### src/hdl/msxf_pkg.sv
// ----------------------------------------------------------------------------
// msxf_pkg
// Shared types and constants of the monochrome sprite XOR frame store.
// ----------------------------------------------------------------------------
package msxf_pkg;

    localparam int SCREEN_WIDTH_DEF    = 64;
    localparam int SCREEN_HEIGHT_DEF   = 32;
    localparam int MAX_SPRITE_ROWS_DEF = 15;

    localparam int COORD_W = 8;
    localparam int BYTE_W  = 8;
    localparam int KIND_W  = 2;

    localparam int S_DATA_W = 2 * COORD_W + BYTE_W;
    localparam int M_DATA_W = 8;

    typedef enum logic [KIND_W-1:0] {
        KIND_CLEAR = 2'd0,
        KIND_DRAW  = 2'd1,
        KIND_READ  = 2'd2
    } t_kind;

    typedef enum logic {
        ST_IDLE = 1'b0,
        ST_EXEC = 1'b1
    } t_state;

    typedef struct packed {
        logic draw;
        logic stop_rows;
    } t_row_ctl;

endpackage

### src/hdl/msxf_frame_mem.sv
// ----------------------------------------------------------------------------
// msxf_frame_mem
// Frame row memory with a registered read port and per-row valid bits, so
// that a clear darkens the whole frame at once.
// ----------------------------------------------------------------------------
module msxf_frame_mem
    import msxf_pkg::*;
#(
    parameter int SCREEN_WIDTH  = SCREEN_WIDTH_DEF,
    parameter int SCREEN_HEIGHT = SCREEN_HEIGHT_DEF
) (
    input  logic                             i_clk,
    input  logic                             i_rst_n,
    input  logic                             i_clear,
    input  logic                             i_rd_en,
    input  logic [$clog2(SCREEN_HEIGHT)-1:0] i_rd_addr,
    output logic [SCREEN_WIDTH-1:0]          o_rd_data,
    input  logic                             i_wr_en,
    input  logic [$clog2(SCREEN_HEIGHT)-1:0] i_wr_addr,
    input  logic [SCREEN_WIDTH-1:0]          i_wr_data
);

    logic [SCREEN_WIDTH-1:0]  r_mem [SCREEN_HEIGHT];
    logic [SCREEN_HEIGHT-1:0] r_row_valid;
    logic [SCREEN_WIDTH-1:0]  r_rd_data;
    logic                     r_rd_live;

    always_ff @(posedge i_clk) begin
        if (i_wr_en) begin
            r_mem[i_wr_addr] <= i_wr_data;
        end
        if (i_rd_en) begin
            r_rd_data <= r_mem[i_rd_addr];
        end
    end

    always_ff @(posedge i_clk) begin
        if (!i_rst_n) begin
            r_row_valid <= '0;
            r_rd_live   <= 1'b0;
        end else begin
            if (i_clear) begin
                r_row_valid <= '0;
            end else if (i_wr_en) begin
                r_row_valid[i_wr_addr] <= 1'b1;
            end
            if (i_rd_en) begin
                r_rd_live <= r_row_valid[i_rd_addr];
            end
        end
    end

    assign o_rd_data = r_rd_live ? r_rd_data : '0;

endmodule

### src/hdl/msxf_pixel_map.sv
// ----------------------------------------------------------------------------
// msxf_pixel_map
// Maps an item's coordinates onto a frame row address, a pixel column and a
// row-wide XOR mask, applying wrapping or clipping at the edges.
// ----------------------------------------------------------------------------
module msxf_pixel_map
    import msxf_pkg::*;
#(
    parameter int SCREEN_WIDTH    = SCREEN_WIDTH_DEF,
    parameter int SCREEN_HEIGHT   = SCREEN_HEIGHT_DEF,
    parameter int MAX_SPRITE_ROWS = MAX_SPRITE_ROWS_DEF
) (
    input  logic                               i_is_draw,
    input  logic                               i_wrap,
    input  logic [COORD_W-1:0]                 i_x,
    input  logic [COORD_W-1:0]                 i_y,
    input  logic [BYTE_W-1:0]                  i_pattern,
    input  logic [$clog2(MAX_SPRITE_ROWS+1)-1:0] i_row_index,
    input  logic                               i_rows_stopped,
    output logic [$clog2(SCREEN_HEIGHT)-1:0]   o_row_addr,
    output logic [$clog2(SCREEN_WIDTH)-1:0]    o_col,
    output logic [SCREEN_WIDTH-1:0]            o_mask,
    output t_row_ctl                           o_ctl
);

    localparam int XW    = $clog2(SCREEN_WIDTH);
    localparam int AW    = $clog2(SCREEN_HEIGHT);
    localparam int RIW   = $clog2(MAX_SPRITE_ROWS + 1);
    localparam int SUM_W = ((AW > RIW) ? AW : RIW) + 1;
    localparam int FULL_W = COORD_W + 1;
    localparam int NCODES = 1 << COORD_W;

    logic [XW-1:0] x_mod_tbl [NCODES];
    logic [AW-1:0] y_mod_tbl [NCODES];

    for (genvar g = 0; g < NCODES; g++) begin : g_mod_tbl
        assign x_mod_tbl[g] = XW'(g % SCREEN_WIDTH);
        assign y_mod_tbl[g] = AW'(g % SCREEN_HEIGHT);
    end

    logic [XW-1:0]     x_base;
    logic [AW-1:0]     y_base;
    logic [SUM_W-1:0]  y_sum;
    logic [SUM_W-1:0]  y_red1;
    logic [SUM_W-1:0]  y_red2;
    logic [FULL_W-1:0] y_full;
    logic              off_bottom;
    logic              active;

    assign x_base = x_mod_tbl[i_x];
    assign y_base = y_mod_tbl[i_y];

    assign y_sum  = SUM_W'(y_base) + SUM_W'(i_row_index);
    assign y_red1 = (y_sum >= SUM_W'(SCREEN_HEIGHT)) ? y_sum - SUM_W'(SCREEN_HEIGHT) : y_sum;
    assign y_red2 = (y_red1 >= SUM_W'(SCREEN_HEIGHT)) ? y_red1 - SUM_W'(SCREEN_HEIGHT) : y_red1;

    assign y_full     = FULL_W'(i_y) + FULL_W'(i_row_index);
    assign off_bottom = !i_wrap && (y_full >= FULL_W'(SCREEN_HEIGHT));
    assign active     = i_is_draw && (i_row_index < RIW'(MAX_SPRITE_ROWS)) && !i_rows_stopped;

    assign o_ctl.draw      = active && !off_bottom;
    assign o_ctl.stop_rows = active && off_bottom;
    assign o_row_addr      = i_is_draw ? y_red2[AW-1:0] : y_base;
    assign o_col           = x_base;

    always_comb begin
        logic [FULL_W-1:0] x_full;
        logic [XW:0]       x_sum;
        logic [XW:0]       x_red;
        o_mask = '0;
        for (int b = 0; b < BYTE_W; b++) begin
            x_full = FULL_W'(i_x) + FULL_W'(b);
            x_sum  = (XW + 1)'(x_base) + (XW + 1)'(b);
            x_red  = (x_sum >= (XW + 1)'(SCREEN_WIDTH)) ? x_sum - (XW + 1)'(SCREEN_WIDTH) : x_sum;
            if (i_pattern[BYTE_W-1-b] && (i_wrap || (x_full < FULL_W'(SCREEN_WIDTH)))) begin
                o_mask[x_red[XW-1:0]] = 1'b1;
            end
        end
    end

endmodule

### src/hdl/monochrome_sprite_xor_framebuffer_top.sv
// ----------------------------------------------------------------------------
// monochrome_sprite_xor_framebuffer_top
// One-bit-per-pixel frame store taking clear, sprite-row draw and pixel read
// words, with XOR drawing and collision reporting.
// ----------------------------------------------------------------------------
// Command words arrive on the s_axis channel: tuser carries the kind (clear,
// draw row, read pixel), tdata the coordinates and row pattern, and tlast
// marks the final row of a sprite. Every accepted word yields exactly one
// result word on the m_axis channel, whose tlast is the sprite-done flag.
// A word is accepted in the idle state, which issues the frame row read;
// in the execute state the row is modified and written back and the result
// is loaded into the output register. The block takes no new word until
// the row read-modify-write of the current one has finished.
// A clear darkens the whole frame at once through per-row valid bits.
// If the receiver stalls, the result waits in the output register while the
// next word is still accepted; that word then holds in the execute state
// until the output register is free. After reset the frame is dark, no
// sprite is in progress and wrapping is enabled; no clearing pass is needed.
// The wrap register is written through the configuration write enable.
// ----------------------------------------------------------------------------
module monochrome_sprite_xor_framebuffer_top
    import msxf_pkg::*;
#(
    parameter int SCREEN_WIDTH    = SCREEN_WIDTH_DEF,
    parameter int SCREEN_HEIGHT   = SCREEN_HEIGHT_DEF,
    parameter int MAX_SPRITE_ROWS = MAX_SPRITE_ROWS_DEF
) (
    input  logic                i_clk,
    input  logic                i_rst_n,
    input  logic                i_cfg_wr_en,
    input  logic                i_cfg_wr_data,
    input  logic                i_s_axis_tvalid,
    output logic                o_s_axis_tready,
    // x_coord [7:0], y_coord [15:8], sprite_bits [23:16]
    input  logic [S_DATA_W-1:0] i_s_axis_tdata,
    // kind [1:0]
    input  logic [KIND_W-1:0]   i_s_axis_tuser,
    input  logic                i_s_axis_tlast,
    output logic                o_m_axis_tvalid,
    input  logic                i_m_axis_tready,
    // collision [0], pixel_value [1], zeros [7:2]
    output logic [M_DATA_W-1:0] o_m_axis_tdata,
    output logic                o_m_axis_tlast
);

    localparam int XW  = $clog2(SCREEN_WIDTH);
    localparam int AW  = $clog2(SCREEN_HEIGHT);
    localparam int RIW = $clog2(MAX_SPRITE_ROWS + 1);

    t_state r_state;
    t_state n_state;

    logic           r_wrap;
    logic [RIW-1:0] r_row_index;
    logic [RIW-1:0] n_row_index;
    logic           r_coll_seen;
    logic           n_coll_seen;
    logic           r_rows_stopped;
    logic           n_rows_stopped;

    t_kind             r_kind;
    logic              r_last;
    logic [AW-1:0]     r_addr;
    logic [XW-1:0]     r_col;
    logic [SCREEN_WIDTH-1:0] r_mask;
    t_row_ctl          r_ctl;

    logic r_m_valid;
    logic r_m_coll;
    logic r_m_pixel;
    logic r_m_last;
    logic n_m_coll;
    logic n_m_pixel;
    logic n_m_last;

    logic                    s_accept;
    logic                    fire;
    logic                    is_draw;
    logic [AW-1:0]           map_addr;
    logic [XW-1:0]           map_col;
    logic [SCREEN_WIDTH-1:0] map_mask;
    t_row_ctl                map_ctl;
    logic [SCREEN_WIDTH-1:0] rd_data;
    logic                    mem_clear;
    logic                    mem_wr_en;

    assign o_s_axis_tready = (r_state == ST_IDLE);
    assign s_accept        = i_s_axis_tvalid && o_s_axis_tready;
    assign fire            = (r_state == ST_EXEC) && (!r_m_valid || i_m_axis_tready);
    assign is_draw         = (t_kind'(i_s_axis_tuser) == KIND_DRAW);

    msxf_pixel_map #(
        .SCREEN_WIDTH   (SCREEN_WIDTH),
        .SCREEN_HEIGHT  (SCREEN_HEIGHT),
        .MAX_SPRITE_ROWS(MAX_SPRITE_ROWS)
    ) u_pixel_map (
        .i_is_draw     (is_draw),
        .i_wrap        (r_wrap),
        .i_x           (i_s_axis_tdata[COORD_W-1:0]),
        .i_y           (i_s_axis_tdata[2*COORD_W-1:COORD_W]),
        .i_pattern     (i_s_axis_tdata[S_DATA_W-1:2*COORD_W]),
        .i_row_index   (r_row_index),
        .i_rows_stopped(r_rows_stopped),
        .o_row_addr    (map_addr),
        .o_col         (map_col),
        .o_mask        (map_mask),
        .o_ctl         (map_ctl)
    );

    msxf_frame_mem #(
        .SCREEN_WIDTH (SCREEN_WIDTH),
        .SCREEN_HEIGHT(SCREEN_HEIGHT)
    ) u_frame_mem (
        .i_clk    (i_clk),
        .i_rst_n  (i_rst_n),
        .i_clear  (mem_clear),
        .i_rd_en  (s_accept),
        .i_rd_addr(map_addr),
        .o_rd_data(rd_data),
        .i_wr_en  (mem_wr_en),
        .i_wr_addr(r_addr),
        .i_wr_data(rd_data ^ r_mask)
    );

    always_comb begin
        n_state = r_state;
        unique case (r_state)
            ST_IDLE: begin
                if (s_accept) begin
                    n_state = ST_EXEC;
                end
            end
            ST_EXEC: begin
                if (fire) begin
                    n_state = ST_IDLE;
                end
            end
            default: begin
                n_state = ST_IDLE;
            end
        endcase
    end

    always_comb begin
        logic hit;
        hit            = r_ctl.draw && (|(rd_data & r_mask));
        n_row_index    = r_row_index;
        n_coll_seen    = r_coll_seen;
        n_rows_stopped = r_rows_stopped;
        n_m_coll       = 1'b0;
        n_m_pixel      = 1'b0;
        n_m_last       = 1'b0;
        mem_clear      = 1'b0;
        mem_wr_en      = 1'b0;
        if (fire) begin
            unique case (r_kind)
                KIND_CLEAR: begin
                    mem_clear      = 1'b1;
                    n_row_index    = '0;
                    n_coll_seen    = 1'b0;
                    n_rows_stopped = 1'b0;
                    n_m_last       = 1'b1;
                end
                KIND_DRAW: begin
                    mem_wr_en = r_ctl.draw;
                    n_m_coll  = r_coll_seen || hit;
                    n_m_last  = r_last;
                    if (r_last) begin
                        n_row_index    = '0;
                        n_coll_seen    = 1'b0;
                        n_rows_stopped = 1'b0;
                    end else begin
                        n_coll_seen    = r_coll_seen || hit;
                        n_rows_stopped = r_rows_stopped || r_ctl.stop_rows;
                        if (r_row_index < RIW'(MAX_SPRITE_ROWS)) begin
                            n_row_index = r_row_index + RIW'(1);
                        end
                    end
                end
                KIND_READ: begin
                    n_m_pixel = rd_data[r_col];
                    n_m_last  = 1'b1;
                end
                default: begin
                end
            endcase
        end
    end

    always_ff @(posedge i_clk) begin
        if (!i_rst_n) begin
            r_state        <= ST_IDLE;
            r_wrap         <= 1'b1;
            r_row_index    <= '0;
            r_coll_seen    <= 1'b0;
            r_rows_stopped <= 1'b0;
            r_m_valid      <= 1'b0;
        end else begin
            r_state        <= n_state;
            r_row_index    <= n_row_index;
            r_coll_seen    <= n_coll_seen;
            r_rows_stopped <= n_rows_stopped;
            if (i_cfg_wr_en) begin
                r_wrap <= i_cfg_wr_data;
            end
            if (fire) begin
                r_m_valid <= 1'b1;
            end else if (i_m_axis_tready) begin
                r_m_valid <= 1'b0;
            end
        end
    end

    always_ff @(posedge i_clk) begin
        if (s_accept) begin
            r_kind <= t_kind'(i_s_axis_tuser);
            r_last <= i_s_axis_tlast;
            r_addr <= map_addr;
            r_col  <= map_col;
            r_mask <= map_mask;
            r_ctl  <= map_ctl;
        end
        if (fire) begin
            r_m_coll  <= n_m_coll;
            r_m_pixel <= n_m_pixel;
            r_m_last  <= n_m_last;
        end
    end

    assign o_m_axis_tvalid = r_m_valid;
    assign o_m_axis_tdata  = {(M_DATA_W - 2)'(0), r_m_pixel, r_m_coll};
    assign o_m_axis_tlast  = r_m_last;

endmodule

### config.mk
export PLATFORM = sky130hd
export DESIGN_NAME = monochrome_sprite_xor_framebuffer_top
export DESIGN_NICKNAME = d
export VERILOG_FILES = /design/src/hdl/msxf_pkg.sv /design/src/hdl/msxf_frame_mem.sv /design/src/hdl/msxf_pixel_map.sv /design/src/hdl/monochrome_sprite_xor_framebuffer_top.sv
export SDC_FILE = /design/constraint.sdc
export NUM_CORES = 2
export LEC_CHECK = 0
export BUFFER_PORTS_ARGS = -buffer_cell sky130_fd_sc_hd__buf_4
export CAP_MARGIN = 0
export CORE_MARGIN = 2
export CORE_UTILIZATION = 65
export CTS_CLUSTER_SIZE = 10
export DETAILED_ROUTE_END_ITERATION = 7
export GPL_ROUTABILITY_DRIVEN = 0
export MAX_ROUTING_LAYER = met4
export PLACE_DENSITY = 0.93
export RECOVER_POWER = 50
export SLEW_MARGIN = 20
export SYNTH_ARGS = -nofsm -noshare
export SYNTH_HDL_FRONTEND = slang
export SYNTH_SLANG_ARGS = --single-unit
### constraint.sdc
create_clock -name i_clk -period 13.1 [get_ports i_clk]
set_clock_uncertainty 0.2 [all_clocks]
set_input_delay 1.965 -clock i_clk [delete_from_list [all_inputs] [get_ports i_clk]]
set_output_delay 1.965 -clock i_clk [all_outputs]
set_load 0.1 [all_outputs]
==> out/qor.csv, run 1 <==
metric;value;unit
syn_area;0.0936;mm²
postSynthAreaPerCell;13.1;µm²
die_x;383;µm
std_cell_rows;139;
asyncSetResetFlopFracSynth;0;
cts_max_level;5;
clock_tree.root_cell;sky130_fd_sc_hd__clkbuf_16;
grt_antenna_before_repair;37;
cts_repair_resize_count;0;
top_level_ports;44;
cts.sinks;2237;
yosys_reg_bits;2237;
clock_tree.buffer_depth;4;
failed_stage;global routing (5_1_grt);
netlist-cell-type-count;77;
globalRouteOverflowTotal;50;
start_util;0.653;
synth_top_flop_cell;sky130_fd_sc_hd__edfxtp_1;
chipHeight;383;µm
sequential_to_total_area_share_from_yosys_stat;0.713;
status;aborted with a tool error;
number_of_hold_buffers_added_after_cts;0;
flow.first_error;[ERROR GRT-0232] Routing congestion too high. Check the congestion heatmap in the GUI.;
grt_max_degree;209;
hpwl_reported_at_the_end_of_detailed_placement;143000;µm
ys.warnings.count;0;
io_buffer_count;37;
globalRouteTotalUtil;0.510;
synthCells;7160;
synth-edff-count;2195;
cts_buf_count;274;
postCtsSetupRepairBufs;0;
[layer usage]
layer,GRT overflow,track usage
met2,15,0.672
met3,17,0.356
met4,17,0.386
met5,-,-
met1,1,0.520
[metrics by stage]
step / instance area (µm²) / utilization / worst slack [ns] / instances / hold slack (ns)
2_1_floorplan: 93600 / - / 3.46 / 7165 / 0.235
3_3_place_gp: 95600 / 0.667 / 5.98 / 8727 / 0.241
3_5_place_dp: 95600 / 0.667 / 5.76 / 8727 / 0.253
4_1_cts: 103000 / 0.717 / 6.53 / 9041 / 0.266
[logic make-up after synthesis]
family / Yosys count / synth area share
AOI/OAI and AO/OA: 762 / 0.0610
DFF: 2237 / 0.713
buffers and inverters: 511 / 0.0219
other: 1 / 0.0000401
xor gates and xnor gates: 30 / 0.00281
adders and majority gates: 74 / 0.00998
muxes: 254 / 0.0388
and+or+nand+nor: 3291 / 0.152
[synthesized netlist by cell type (50+ instances only)]
library cell	number	area, µm²
sky130_fd_sc_hd__buf_1	50	188
sky130_fd_sc_hd__nand2_1	2004	7520
sky130_fd_sc_hd__o21ai_0	129	646
sky130_fd_sc_hd__and3_1	150	938
sky130_fd_sc_hd__ha_1	73	913
sky130_fd_sc_hd__clkbuf_1	349	1310
sky130_fd_sc_hd__edfxtp_1	2195	65900
sky130_fd_sc_hd__nor2_1	158	593
sky130_fd_sc_hd__mux2i_1	162	1620
sky130_fd_sc_hd__buf_2	73	365
sky130_fd_sc_hd__mux4_2	86	1940
sky130_fd_sc_hd__a311oi_1	216	1890
sky130_fd_sc_hd__nand3_1	779	3900
sky130_fd_sc_hd__a21oi_1	50	250
sky130_fd_sc_hd__a221oi_1	54	473
sky130_fd_sc_hd__and2_1	74	463
==> inputs of run 2 (changes only) <==
- CORE_UTILIZATION: 65 -> 40
- CTS_CLUSTER_SIZE: 10 -> not set
- MAX_ROUTING_LAYER: met4 -> not set
- PLACE_DENSITY: 0.93 -> not set
- PLACE_DENSITY_LB_ADDON: not set -> 0.15
==> out/qor.csv, run 2 <==
metric;value;unit;change
clock_tree.buffer_depth;3;;-1
cts.sinks;2237;;unchanged
post-route-period-util;0.612;;
share_clk_of_total_power;0.399;;
net-switching-power;3.95;mW;
first_pass_grt_wire_length;430000;µm;
placedCellCount;9898;;+13%
met2_wire_length;138000;µm;
timing_hold_violations_final;0;;
grt_pass1_vias;57704;;
cts_repair_resize_count;0;;unchanged
synth-edff-count;2195;;unchanged
asyncSetResetFlopFracSynth;0;;unchanged
post_route_cells_drive_above_1_share;0.0857;;
critPathKind;primary input to flip-flop;;
totalPowerFinal;16.0;mW;
count_of_pins_over_their_slew_limit;603;;
clock_tree.root_cell;sky130_fd_sc_hd__clkbuf_16;;
top_level_ports;44;;unchanged
finalCoreUtilization;0.449;;
critical_path.reg2reg.startpoint;r_state;;
top_layer;met5;;
chipHeight;488;µm;+27%
fp.dieArea;0.238;mm²;
synthMostInstantiatedCell;sky130_fd_sc_hd__edfxtp_1;;
detail_route.vias_per_cell;5.93;;
sequential_to_total_area_share_from_yosys_stat;0.713;;unchanged
synthTopCellsByArea;sky130_fd_sc_hd__edfxtp_1 (70%), sky130_fd_sc_hd__nand2_1 (8.0%), sky130_fd_sc_hd__nand3_1 (4.2%);;
synth_common_cells;sky130_fd_sc_hd__edfxtp_1 (2,195), sky130_fd_sc_hd__nand2_1 (2,004), sky130_fd_sc_hd__nand3_1 (779);;
postSynthAreaPerCell;13.1;µm²;unchanged
post_synth_mux_area_share;0.0388;;unchanged
netlist.top_cell.by_area;sky130_fd_sc_hd__edfxtp_1;;
totalNegativeSetupSlack;0;ns;
grt_setup_unrepaired;false;;
finalWorstPathRequiredPeriod;8.02;ns;
die_x;488;µm;+27%
globalRouteTotalUtil;0.249;;
static_leakage;35.8;nW;
transition_time_of_the_tightest_slew_check_pin;4.44;ns;
cts_max_level;4;;-1
io_buffer_count;37;;unchanged
synthCells;7160;;unchanged
routed_wire_length_per_instance;29.1;µm;
hold_depth;1;;
slew_headroom;-1.96;;
leading_cell_type_in_the_layout_fill_and_taps_excluded;sky130_fd_sc_hd__edfxtp_1;;
setup_ws;5.08;ns;
worst_path_max_delay_cell;sky130_fd_sc_hd__clkbuf_1;;
ys.warnings.count;0;;unchanged
stdcell_count;10323;;
main_combinational_cell_family_by_area_after_synthesis;simple AND/OR/NAND/NOR gates;;
pwr-share-comb;0.092;;
reg.largest.list;u_frame_mem.r_mem x2048, r_mask x64, u_frame_mem.r_rd_data x64;;
max_stage_delay;3.26;ns;
globalRouteOverflowTotal;0;;
coreArea;0.233;mm²;
drv_cap;17;;
synth_top_flop_cell;sky130_fd_sc_hd__edfxtp_1;;
drcViolationCount;173;;
finalWirelength;301000;µm;
fill_cells;20826;;
largest-register;u_frame_mem.r_mem;;
critPathArrivalTime;8.18;ns;
start_util;0.402;;-0.251
power_share_of_the_sequential_group;0.509;;
cell_by_cell_listing_of_the_critical_path;clkbuf_4 -> nor2b_2 -> clkbuf_1 -> clkbuf_1;;
largest_register_ffs;2048;;
status;finished, violations left;;
mostFrequentLayoutCells;sky130_fd_sc_hd__edfxtp_1 (2,195), sky130_fd_sc_hd__nand2_1 (2,004), sky130_fd_sc_hd__nand3_1 (779), sky130_fd_sc_hd__clkbuf_16 (227), sky130_fd_sc_hd__a311oi_1 (216);;
insertion_delay;0.90;ns;
post-place-ws;5.98;ns;+0.219 ns
power_report.internal_total;12.1;mW;
antenna_violating_nets_post_route;0;;
routed-wl-met3;22800;µm;
violations_in_the_final_reports;DRC, capacitance limit, slew limit;;
area_growth;11.6;%;
required;13.26;ns;
number_of_hold_buffers_added_after_cts;0;;unchanged
yosys.area_share.adder;0.00998;;unchanged
clkTransAtPathRegs;0.06;ns;
critPathMostFrequentCell;sky130_fd_sc_hd__clkbuf_1;;
grt_max_degree;173;;
cts_buf_count;227;;-17%
net_total_in_the_final_layout;7194;;
hpwl_reported_at_the_end_of_detailed_placement;157000;µm;+9.9%
maxClockFrequency;125;MHz;
power.switching_fraction;0.247;;
reg2reg_setup_slack;5.92;ns;
postCtsSetupRepairBufs;0;;unchanged
grt_antenna_before_repair;17;;
hold_path_end;u_frame_mem.r_row_valid[20];;
yosys_reg_bits;2237;;unchanged
worst-path-max-fanout;55;;
post_synth_and_or_nand_nor_area_fraction;0.152;;unchanged
synth-compound-area-share;0.0610;;unchanged
tritoncts;done;;
netlist-cell-type-count;77;;unchanged
power_per_cell_area;153;mW/mm²;
min-delay-path-class;flip-flop to flip-flop;;
worst_setup_path_end_kind;flip-flop;;
finalSetupViolations;0;;
peakVddDrop;0.154;mV;
dr.first_iter.drc_count;7584;;
timing.rr.end;r_col[3];;
min_from;u_frame_mem.r_row_valid[20];;
std_cell_rows;177;;+27%
drt-met1-wl;129000;µm;
proportion_of_netlist_area_held_by_the_largest_area_contributor;0.705;;unchanged
synth_xor_area_frac;0.00281;;unchanged
first_pass_iters;8;;
cp-start-kind;primary input;;
routed-via-count;61237;;
syn_area;0.0936;mm²;unchanged
r2r_cells;3;;
run 2: cells by family after synthesis:
family / count (synthesis)
DFF: 2237
muxes: 254
AOI/OAI and AO/OA: 762
and+or+nand+nor: 3291
adders and majority gates: 74
xor gates and xnor gates: 30
buffers and inverters: 511
other: 1
run 2: critical path, delay by kind of cell:
kind,cells,cell delay [ns]
buf+inv,3,5.91
simple gates,1,0.12
run 2: layout make-up:
| type | instances | area [µm²] | area share |
|---|---|---|---|
| repair buffers | 175 | 1360 | 0.0130 |
| inverters | 29 | 126 | 0.00121 |
| well taps | 3043 | 3810 | 0.0365 |
| clock inverters | 142 | 1370 | 0.0131 |
| multi-input cells | 4417 | 25100 | 0.240 |
| flip-flops and latches | 2237 | 66800 | 0.639 |
| clock buffers | 277 | 5910 | 0.0566 |
| diodes | 3 | 7.51 | 0.0000719 |
run 2: per-layer routing:
metal  track usage  vias to the layer above
li1              -                    26612
met1         0.352                    31286
met2         0.390                     2662
met3        0.0410                      649
met4        0.0812                       28
met5       0.00714                        -
run 2: worst max path at each step:
stage	from	endpoint	slack, ns	cells past startpoint
floorplan	i_s_axis_tvalid	u_frame_mem.r_rd_live	3.46	3
global placement	i_s_axis_tuser[1]	u_frame_mem.r_rd_data[28]	6.02	11
detailed placement	i_s_axis_tuser[1]	u_frame_mem.r_rd_data[18]	5.98	11
CTS	i_s_axis_tuser[1]	u_frame_mem.r_rd_data[18]	6.93	11
global route	i_s_axis_tvalid	r_mask[57]	4.98	4
finish	i_s_axis_tvalid	r_col[3]	5.08	4
run 2: power by group through the flow:
stage | registers [mW] | clock network (mW) | logic [mW]
4_1_cts | 8.14 | 6.48 | 1.46
3_5_place_dp | 8.29 | 0 | 1.45
2_1_floorplan | 8.26 | 0 | 0.937
3_3_place_gp | 8.29 | 0 | 1.44
5_1_grt | 8.14 | 6.74 | 1.59
6_report | 8.14 | 6.39 | 1.47
run 2: metrics by stage:
step	hold slack, ns	area [µm²]
5_1_grt	0.276	104000
6_report	0.266	104000
2_1_floorplan	0.235	93600
3_5_place_dp	0.253	97300
4_1_cts	0.267	105000
3_3_place_gp	0.242	97200
Power figures use the tool's default switching activity.
